`src/rtl/core/alist_pkg.sv`:
```
// Package for the array list engine: sizes, command and status codes,
// the control word broadcast to the storage cells, and the state encoding.
// No dependencies; every other file of the block imports it.
package alist_pkg;

  // List capacity and the widths that follow from it.
  localparam int DEPTH = 16;
  localparam int IDX_W = $clog2(DEPTH);
  localparam int CNT_W = $clog2(DEPTH + 1);

  // Fixed field widths of the transaction payloads.
  localparam int CMD_W   = 3;
  localparam int WORD_W  = 32;
  localparam int POS_W   = 5;
  localparam int STAT_W  = 2;
  localparam int FIDX_W  = 4;
  localparam int ECNT_W  = 5;

  // Width used to compare a position against the count.
  localparam int CMP_W = (CNT_W > POS_W) ? CNT_W : POS_W;

  typedef enum logic [CMD_W-1:0] {
    CMD_CLEAR         = 3'd0,
    CMD_INSERT_AT     = 3'd1,
    CMD_DELETE_AT     = 3'd2,
    CMD_LOCATE        = 3'd3,
    CMD_RETRIEVE      = 3'd4,
    CMD_INSERT_SORTED = 3'd5
  } cmd_t;

  typedef enum logic [STAT_W-1:0] {
    ST_OK        = 2'd0,
    ST_BAD_POS   = 2'd1,
    ST_FULL      = 2'd2,
    ST_NOT_FOUND = 2'd3
  } status_t;

  // What every cell does in a given cycle.
  typedef enum logic [1:0] {
    CELL_HOLD    = 2'd0,
    CELL_COMPARE = 2'd1,
    CELL_INSERT  = 2'd2,
    CELL_DELETE  = 2'd3
  } cell_op_t;

  typedef struct packed {
    cell_op_t                  op;
    logic [IDX_W-1:0]          target;
    logic signed [WORD_W-1:0]  word;
  } cell_ctrl_t;

  // Compare results registered in each cell.
  typedef struct packed {
    logic eq;
    logic lt;
  } cell_flags_t;

  typedef enum logic [1:0] {
    S_IDLE    = 2'd0,
    S_COMPARE = 2'd1,
    S_EXEC    = 2'd2
  } state_t;

endpackage

```
`src/rtl/core/alist_in_if.sv`:
```
// Command channel of the array list engine: valid/ready plus the payload.
// Depends on alist_pkg for the field widths.
interface alist_in_if import alist_pkg::*; ();
  logic                     valid;
  logic                     ready;
  logic [CMD_W-1:0]         cmd;
  logic signed [WORD_W-1:0] value;
  logic [POS_W-1:0]         position;

  modport source (output valid, output cmd, output value, output position, input ready);
  modport sink (input valid, input cmd, input value, input position, output ready);
endinterface

```
`src/rtl/core/alist_out_if.sv`:
```
// Result channel of the array list engine: valid/ready plus the payload.
// Depends on alist_pkg for the field widths.
interface alist_out_if import alist_pkg::*; ();
  logic                     valid;
  logic                     ready;
  logic [STAT_W-1:0]        status;
  logic [FIDX_W-1:0]        found_index;
  logic signed [WORD_W-1:0] read_value;
  logic [ECNT_W-1:0]        entry_count;

  modport source (output valid, output status, output found_index, output read_value,
                  output entry_count, input ready);
  modport sink (input valid, input status, input found_index, input read_value,
                input entry_count, output ready);
endinterface

```
`src/rtl/core/array_list_engine_core.sv`:
```
// Top level of the array list engine: command FSM, count register, a row
// of storage cells and the result register. Uses alist_pkg, alist_cell,
// alist_in_if and alist_out_if.
//
// The list is a row of DEPTH cells, each holding one entry; inserts and
// deletes shift all cells in parallel toward or away from the target.
// Every command runs through idle, compare and execute: the transaction is
// accepted, in the next cycle every cell compares its entry with the command
// value, and in the execute state the first matching or not-less cell is
// priority encoded, the cells shift and the result is loaded into the output
// register. A new command is accepted in the cycle after that, so no command
// is taken before the previous one has executed; the execute state waits
// only while a previous result is still held in the output register. The
// entries are not cleared at reset; only entries below the count are ever read.
module array_list_engine_core import alist_pkg::*; (
  input logic         clk,
  input logic         rst,
  alist_in_if.sink    req,
  alist_out_if.source rsp
);

  state_t state, state_next;
  logic   exec_fire;

  logic [CNT_W-1:0] cnt, cnt_next;

  logic [CMD_W-1:0]         cmd_r;
  logic signed [WORD_W-1:0] value_r;
  logic [POS_W-1:0]         pos_r;

  logic                     out_valid;
  logic [STAT_W-1:0]        out_status;
  logic [FIDX_W-1:0]        out_fidx;
  logic signed [WORD_W-1:0] out_rd;
  logic [ECNT_W-1:0]        out_cnt;

  cell_ctrl_t               ctrl;
  cell_op_t                 exec_op;
  logic [IDX_W-1:0]         exec_target;
  logic signed [WORD_W-1:0] entries [DEPTH];
  cell_flags_t              flags [DEPTH];

  logic [DEPTH-1:0] eq_hit;
  logic [DEPTH-1:0] ge_hit;
  logic             loc_found;
  logic [IDX_W-1:0] loc_idx;
  logic [IDX_W-1:0] sort_idx;

  status_t                  res_status;
  logic [IDX_W-1:0]         res_idx;
  logic signed [WORD_W-1:0] res_rd;

  logic [CMP_W-1:0] pos_ext;
  logic [CMP_W-1:0] cnt_ext;
  logic             list_full;
  logic [31:0]      idx_wide;
  logic [31:0]      cnt_wide;

  // State register.
  always_ff @(posedge clk) begin
    if (rst) begin
      state <= S_IDLE;
    end else begin
      state <= state_next;
    end
  end

  // Next state.
  always_comb begin
    state_next = state;
    unique case (state)
      S_IDLE:    if (req.valid) state_next = S_COMPARE;
      S_COMPARE: state_next = S_EXEC;
      S_EXEC:    if (exec_fire) state_next = S_IDLE;
      default:   state_next = S_IDLE;
    endcase
  end

  // FSM outputs: ready while idle, execute when the result slot is free.
  always_comb begin
    req.ready = (state == S_IDLE);
    exec_fire = (state == S_EXEC) && (!out_valid || rsp.ready);
  end

  // Capture the command transaction.
  always_ff @(posedge clk) begin
    if (req.valid && req.ready) begin
      cmd_r   <= req.cmd;
      value_r <= req.value;
      pos_r   <= req.position;
    end
  end

  // Compare flags qualified by the entries in use.
  always_comb begin
    for (int i = 0; i < DEPTH; i++) begin
      eq_hit[i] = flags[i].eq && (CNT_W'(i) < cnt);
      ge_hit[i] = !flags[i].lt && (CNT_W'(i) < cnt);
    end
  end

  // Priority encoders: first equal entry, and first entry not less.
  always_comb begin
    loc_found = 1'b0;
    loc_idx   = '0;
    sort_idx  = IDX_W'(cnt);
    for (int i = DEPTH - 1; i >= 0; i--) begin
      if (eq_hit[i]) begin
        loc_found = 1'b1;
        loc_idx   = IDX_W'(i);
      end
      if (ge_hit[i]) begin
        sort_idx = IDX_W'(i);
      end
    end
  end

  // Command decode: status, result fields, new count and the cell shift.
  always_comb begin
    pos_ext     = CMP_W'(pos_r);
    cnt_ext     = CMP_W'(cnt);
    list_full   = (cnt == CNT_W'(DEPTH));
    res_status  = ST_OK;
    res_idx     = '0;
    res_rd      = '0;
    cnt_next    = cnt;
    exec_op     = CELL_HOLD;
    exec_target = IDX_W'(pos_r);
    unique case (cmd_t'(cmd_r))
      CMD_CLEAR: begin
        cnt_next = '0;
      end
      CMD_INSERT_AT: begin
        if (pos_ext > cnt_ext) begin
          res_status = ST_BAD_POS;
        end else if (list_full) begin
          res_status = ST_FULL;
        end else begin
          exec_op  = CELL_INSERT;
          cnt_next = cnt + 1'b1;
        end
      end
      CMD_DELETE_AT: begin
        if (pos_ext >= cnt_ext) begin
          res_status = ST_BAD_POS;
        end else begin
          exec_op  = CELL_DELETE;
          cnt_next = cnt - 1'b1;
        end
      end
      CMD_LOCATE: begin
        if (loc_found) begin
          res_idx = loc_idx;
        end else begin
          res_status = ST_NOT_FOUND;
        end
      end
      CMD_RETRIEVE: begin
        if (pos_ext >= cnt_ext) begin
          res_status = ST_BAD_POS;
        end else begin
          res_rd = entries[IDX_W'(pos_r)];
        end
      end
      CMD_INSERT_SORTED: begin
        if (list_full) begin
          res_status = ST_FULL;
        end else begin
          exec_op     = CELL_INSERT;
          exec_target = sort_idx;
          cnt_next    = cnt + 1'b1;
        end
      end
      default: begin
      end
    endcase
  end

  // Control word broadcast to the cells.
  always_comb begin
    ctrl.op     = CELL_HOLD;
    ctrl.target = exec_target;
    ctrl.word   = value_r;
    if (state == S_COMPARE) begin
      ctrl.op = CELL_COMPARE;
    end else if (exec_fire) begin
      ctrl.op = exec_op;
    end
  end

  // Row of storage cells; each end takes its own entry as the outer neighbor.
  for (genvar g = 0; g < DEPTH; g++) begin : g_cell
    alist_cell u_cell (
      .clk         (clk),
      .ctrl        (ctrl),
      .self_index  (IDX_W'(g)),
      .left_entry  ((g == 0) ? entries[g] : entries[(g == 0) ? 0 : g - 1]),
      .right_entry ((g == DEPTH - 1) ? entries[g] : entries[(g == DEPTH - 1) ? g : g + 1]),
      .entry       (entries[g]),
      .flags       (flags[g])
    );
  end

  // Count register.
  always_ff @(posedge clk) begin
    if (rst) begin
      cnt <= '0;
    end else if (exec_fire) begin
      cnt <= cnt_next;
    end
  end

  // Result register and its valid flag.
  always_comb begin
    idx_wide = 32'(res_idx);
    cnt_wide = 32'(cnt_next);
  end

  always_ff @(posedge clk) begin
    if (rst) begin
      out_valid <= 1'b0;
    end else if (exec_fire) begin
      out_valid <= 1'b1;
    end else if (rsp.ready) begin
      out_valid <= 1'b0;
    end
  end

  always_ff @(posedge clk) begin
    if (exec_fire) begin
      out_status <= res_status;
      out_fidx   <= idx_wide[FIDX_W-1:0];
      out_rd     <= res_rd;
      out_cnt    <= cnt_wide[ECNT_W-1:0];
    end
  end

  assign rsp.valid       = out_valid;
  assign rsp.status      = out_status;
  assign rsp.found_index = out_fidx;
  assign rsp.read_value  = out_rd;
  assign rsp.entry_count = out_cnt;

  // The count never exceeds the capacity of the cell row.
  a_cnt_range: assert property (@(posedge clk) disable iff (rst)
    cnt <= CNT_W'(DEPTH))
    else $error("entry count above capacity");

  // An accepted command always goes to the compare cycle next.
  a_accept_compare: assert property (@(posedge clk) disable iff (rst)
    (req.valid && req.ready) |=> (state == S_COMPARE))
    else $error("accepted command did not enter compare");

  // A result appears only out of the execute cycle.
  a_result_from_exec: assert property (@(posedge clk) disable iff (rst)
    $rose(out_valid) |-> ($past(state) == S_EXEC))
    else $error("result produced outside execute");

  // The count changes only when a command executes.
  a_cnt_stable: assert property (@(posedge clk) disable iff (rst)
    !exec_fire |=> $stable(cnt))
    else $error("count changed without a command");

endmodule

```
`src/rtl/core/alist_cell.sv`:
```
// One storage cell of the list: holds one entry, compares it with the
// broadcast word and takes its neighbor's entry on a shift. Uses alist_pkg.
module alist_cell import alist_pkg::*; (
  input  logic                     clk,
  input  cell_ctrl_t               ctrl,
  input  logic [IDX_W-1:0]         self_index,
  input  logic signed [WORD_W-1:0] left_entry,
  input  logic signed [WORD_W-1:0] right_entry,
  output logic signed [WORD_W-1:0] entry,
  output cell_flags_t              flags
);

  // Entry update: insert moves entries above the target up by one,
  // delete pulls entries from the target onward down by one.
  always_ff @(posedge clk) begin
    unique case (ctrl.op)
      CELL_INSERT: begin
        if (self_index > ctrl.target) begin
          entry <= left_entry;
        end else if (self_index == ctrl.target) begin
          entry <= ctrl.word;
        end
      end
      CELL_DELETE: begin
        if (self_index >= ctrl.target) begin
          entry <= right_entry;
        end
      end
      default: begin
      end
    endcase
  end

  // Signed compare with the broadcast word, kept for the next cycle.
  always_ff @(posedge clk) begin
    if (ctrl.op == CELL_COMPARE) begin
      flags.eq <= (entry == ctrl.word);
      flags.lt <= (entry < ctrl.word);
    end
  end

endmodule
```
`src/flat_wrapper.sv`:
```
// flat-port wrapper written by rule: the top's interface ports become plain ports
module array_list_engine_core_flat import alist_pkg::*;
  (clk, rst, req_valid, req_cmd, req_value, req_position, req_ready, rsp_valid, rsp_status, rsp_found_index, rsp_read_value, rsp_entry_count, rsp_ready);
  alist_in_if req_i ();
  alist_out_if rsp_i ();
  input logic clk;
  input logic rst;
  input wire logic [$bits(req_i.valid)-1:0] req_valid;
  input wire logic [$bits(req_i.cmd)-1:0] req_cmd;
  input wire logic [$bits(req_i.value)-1:0] req_value;
  input wire logic [$bits(req_i.position)-1:0] req_position;
  output wire logic [$bits(req_i.ready)-1:0] req_ready;
  output wire logic [$bits(rsp_i.valid)-1:0] rsp_valid;
  output wire logic [$bits(rsp_i.status)-1:0] rsp_status;
  output wire logic [$bits(rsp_i.found_index)-1:0] rsp_found_index;
  output wire logic [$bits(rsp_i.read_value)-1:0] rsp_read_value;
  output wire logic [$bits(rsp_i.entry_count)-1:0] rsp_entry_count;
  input wire logic [$bits(rsp_i.ready)-1:0] rsp_ready;
  assign req_i.valid = req_valid;
  assign req_i.cmd = req_cmd;
  assign req_i.value = req_value;
  assign req_i.position = req_position;
  assign req_ready = req_i.ready;
  assign rsp_valid = rsp_i.valid;
  assign rsp_status = rsp_i.status;
  assign rsp_found_index = rsp_i.found_index;
  assign rsp_read_value = rsp_i.read_value;
  assign rsp_entry_count = rsp_i.entry_count;
  assign rsp_i.ready = rsp_ready;
  array_list_engine_core u_core (.clk(clk), .rst(rst), .req(req_i), .rsp(rsp_i));
endmodule
```
`config.mk`:
```
export PLATFORM = sky130hd
export DESIGN_NAME = array_list_engine_core_flat
export DESIGN_NICKNAME = d
export VERILOG_FILES = /design/src/rtl/core/alist_pkg.sv /design/src/rtl/core/alist_in_if.sv /design/src/rtl/core/alist_out_if.sv /design/src/rtl/core/array_list_engine_core.sv /design/src/rtl/core/alist_cell.sv /design/src/flat_wrapper.sv
export SDC_FILE = /design/constraint.sdc
export NUM_CORES = 2
export LEC_CHECK = 0
export BUFFER_PORTS_ARGS = -buffer_cell sky130_fd_sc_hd__buf_2
export CORE_ASPECT_RATIO = 0.7
export CORE_MARGIN = 8
export CORE_UTILIZATION = 60
export DETAILED_ROUTE_END_ITERATION = 16
export PLACE_DENSITY = 0.85
export SYNTH_ARGS = -nofsm -noshare
export SYNTH_HDL_FRONTEND = slang
export SYNTH_SLANG_ARGS = --single-unit
```
`constraint.sdc`:
```
create_clock -name clk -period 9.3 [get_ports clk]
set_input_delay 1.86 -clock clk [delete_from_list [all_inputs] [get_ports clk]]
set_output_delay 1.86 -clock clk [all_outputs]
set_load 0.01 [all_outputs]
```
==> results.sh <==
export IMPL_grt_busiest_layer="met2"
export IMPL_clock_path_buffers=3
export IMPL_synthArstFlopShare_pct=0
export IMPL_cp_max_fo=76
export IMPL_met3_usage_pct=17.3
export IMPL_p_leak_uw=0.0197
export IMPL_die_h_um=251
export IMPL_syn_inst=4523
export IMPL_synthTopCellsByArea="edfxtp_1 40%, ha_1 14%, mux4_2 7.6%"
export IMPL_grt_overflow=0
export IMPL_fin_tns_setup_ns=0
export IMPL_powerDensity_mw_per_mm2=144
export IMPL_dp_final_hpwl_um=117000
export IMPL_end_kind="register"
export IMPL_rsz0062_at_grt="false"
export IMPL_switching_share_pct=28.8
export IMPL_setup_viol=0
export IMPL_synth_edf_count=627
export IMPL_worstPathRequired_ns=9.66
export IMPL_syn_avg_cell_area_um2=10.5
export IMPL_ys_warn_count=0
export IMPL_wirelength_um=176000
export IMPL_max_slew_margin_pct=6.79
export IMPL_io_pins=89
export IMPL_ir_drop_mv=0.137
export IMPL_pwr_share_comb_pct=17.7
export IMPL_seqPwrFrac_pct=44.7
export IMPL_tightest_slew_ns=1.39
export IMPL_power_uw=7340
export IMPL_design_area_mm2=0.0510
export IMPL_grt_first_pass_wirelength_um=257000
export IMPL_start_util_pct=60.4
export IMPL_finalWeightedCongestion=1.05
export IMPL_insertion_delay_ns=0.65
export IMPL_cts_buffers=68
export IMPL_postCtsHoldBufs=0
export IMPL_layout_commonest_cell="edfxtp_1"
export IMPL_dpl_cell_area_mm2=0.0488
export IMPL_skew_ns=0.0303
export IMPL_vias=42201
export IMPL_area_growth_pct=7.40
export IMPL_post_drt_via_cell_ratio=7.57
export IMPL_finalMaxSlewViolations=0
export IMPL_hold_violations=0
export IMPL_post_route_period_util_pct=63.6
export IMPL_synth_top_area_cell="edfxtp_1"
export IMPL_fin_cells=5573
export IMPL_drt_pass1_iter_count=7
export IMPL_cp_arrival_ns=6.27
export IMPL_routedWlPerCell_um=31.5
export IMPL_netlist_area_leader_share_pct=39.7
export IMPL_hp_class="register to register"
export IMPL_antenna_found_initial=17
export IMPL_layout_drive_gt1_share_pct=11.0
export IMPL_synth_seq_cells=635
export IMPL_dieArea_mm2=0.0885
export IMPL_htreeDepth=3
export IMPL_fin_nets=5030
export IMPL_grt_total_usage_pct=38.0
export IMPL_path_clk_slew_ns=0.07
export IMPL_grt_pass1_vias=39583
export IMPL_outcome="complete, no violations"
export IMPL_crit_type="register to register"
export IMPL_final_cell_mix="627 x edfxtp_1, 520 x ha_1, 511 x nand2_1"
export IMPL_die_width_um=352
export IMPL_ys_types=87
export IMPL_clock_sinks=635
export IMPL_cts_root_buf="clkbuf_16"
export IMPL_met2_usage_pct=51.2
export IMPL_worst_setup_path_start_kind="register"
export IMPL_placed_cells=5452
export IMPL_fin_util_pct=64.9
export IMPL_placementRows=86
export IMPL_synth_flop_cell="edfxtp_1"
export IMPL_drt_iter0_drc=8448
export IMPL_maxCapViolCount=0
export IMPL_p_int_uw=5220
export IMPL_cts_tree="done"
export IMPL_fin_crit_ns=5.91
export IMPL_synth_seq_area_share_pct=40.0
export IMPL_syn_num_nets=5087
export IMPL_coreArea_mm2=0.0786
export IMPL_syn_cell_area_mm2=0.0475
export IMPL_postCtsResizedCells=0
export IMPL_clkPwrFrac_pct=37.6
export IMPL_ant_nets=0
export IMPL_drc=0
export IMPL_grt_use_met1_pct=51.2
export IMPL_grt_max_degree=210
export IMPL_io_buffers=88
export IMPL_switchingPower_uw=2120
export IMPL_max_freq_mhz=169
export IMPL_cts_setup_buffers=0
==> registers in the layout, indices dropped and copies added (netlist names) <==
signal                      count
u_core.rsp.read_value          32
u_core.cnt                      5
u_core.value_r                 32
u_core.g_cell.u_cell.entry    512
u_core.rsp.status               2
u_core.rsp.found_index          4
u_core.rsp.entry_count          5
u_core.g_cell.u_cell.flags     32
u_core.rsp.valid                1
u_core.cmd_r                    3
u_core.pos_ext                  5
u_core.state                    2
==> Yosys cell counts, drive strengths merged (5+ instances only) <==
master   instances
a2111oi          6
a211o            6
a211oi          76
a21o           159
a21oi          306
a22oi            6
a2bb2oi         32
a311oi          65
a31oi           80
a32o            34
and2             5
and3            11
and4             5
buf            120
clkbuf         195
dfxtp            8
edfxtp         627
ha             520
inv             65
mux2i          269
mux4           160
nand2          516
nand2b          21
nand3           21
nand4          112
nor2           312
nor2b           67
nor3            73
nor4            50
o211ai          16
o21a            27
o21ai          468
o21bai           6
o22ai            5
o31ai            6
or2              8
or3              7
==> metal layers <==
| layer | up-vias | wire (um) |
|---|---|---|
| met1 | 19675 | 62500 |
| met2 | 4203 | 68500 |
| met5 | - | 149 |
| li1 | 17475 | - |
| met3 | 824 | 33700 |
| met4 | 24 | 10800 |
==> worst max-delay path, cell delays in order, from the launching register on <==
cell and delay (ns):
dfxtp_1 0.85, inv_1 0.28, ha_1 0.32, nor4bb_4 0.20
or3b_1 0.67, a32oi_4 0.25, buf_4 0.98, and3_1 0.49
nand3_2 0.68, buf_4 0.56, mux2i_1 0.22, o21ai_1 0.08
==> kinds of logic (layout without fill, tap and decap cells) <==
kind of cell | Yosys count | in the layout | synth area share (%)
AO/OA/AOI/OAI | 1338 | 1338 | 17.6
adder cells (fa/ha/maj) | 520 | 520 | 13.7
buffers and inverters | 381 | 371 | 3.62
flip-flops | 635 | 635 | 40.0
multiplexers | 430 | 430 | 13.3
other | 0 | 4 | 0
AND/OR/NAND/NOR | 1219 | 1219 | 11.7
==> power by group through the flow <==
stage	combinational, uW	clock, uW	sequential, uW
floorplan	856	0	3300
global placement	1180	0	3340
detailed placement	1220	0	3340
CTS	1230	2750	3280
global route	1350	2860	3280
finish	1300	2760	3280
==> through the flow <==
stage / setup WS, ns / hold WS (ns)
2_1_floorplan: 1.76 / 0.541
3_3_place_gp: 3.76 / 0.577
3_5_place_dp: 3.57 / 0.583
4_1_cts: 3.55 / 0.601
5_1_grt: 3.25 / 0.638
6_report: 3.39 / 0.604
==> final timing paths <==
check	slack [ns]	startpoint	depth (start not counted)	end
min reg2reg	0.60	u_core.state[0]$_SDFFE_PP0P_	3	u_core.rsp.valid$_SDFFE_PP0P_
min	0.60	u_core.state[0]$_SDFFE_PP0P_	3	u_core.rsp.valid$_SDFFE_PP0P_
max	3.39	u_core.cnt[1]$_SDFFE_PP0P_	11	u_core.g_cell[1].u_cell.entry[19]$_DFFE_PP_
max reg2reg	3.39	u_core.cnt[1]$_SDFFE_PP0P_	11	u_core.g_cell[1].u_cell.entry[19]$_DFFE_PP_
==> cell type report <==
cell class,count,area [um2]
diodes,4,10.0
clock buffers,91,1860
clock inverters,26,259
fillers,5971,27600
inverters,66,248
multi-input cells,3507,27000
flip-flops and latches,635,19000
well taps,1056,1320
repair buffers,188,1270
(Power assumes the default switching activity.)
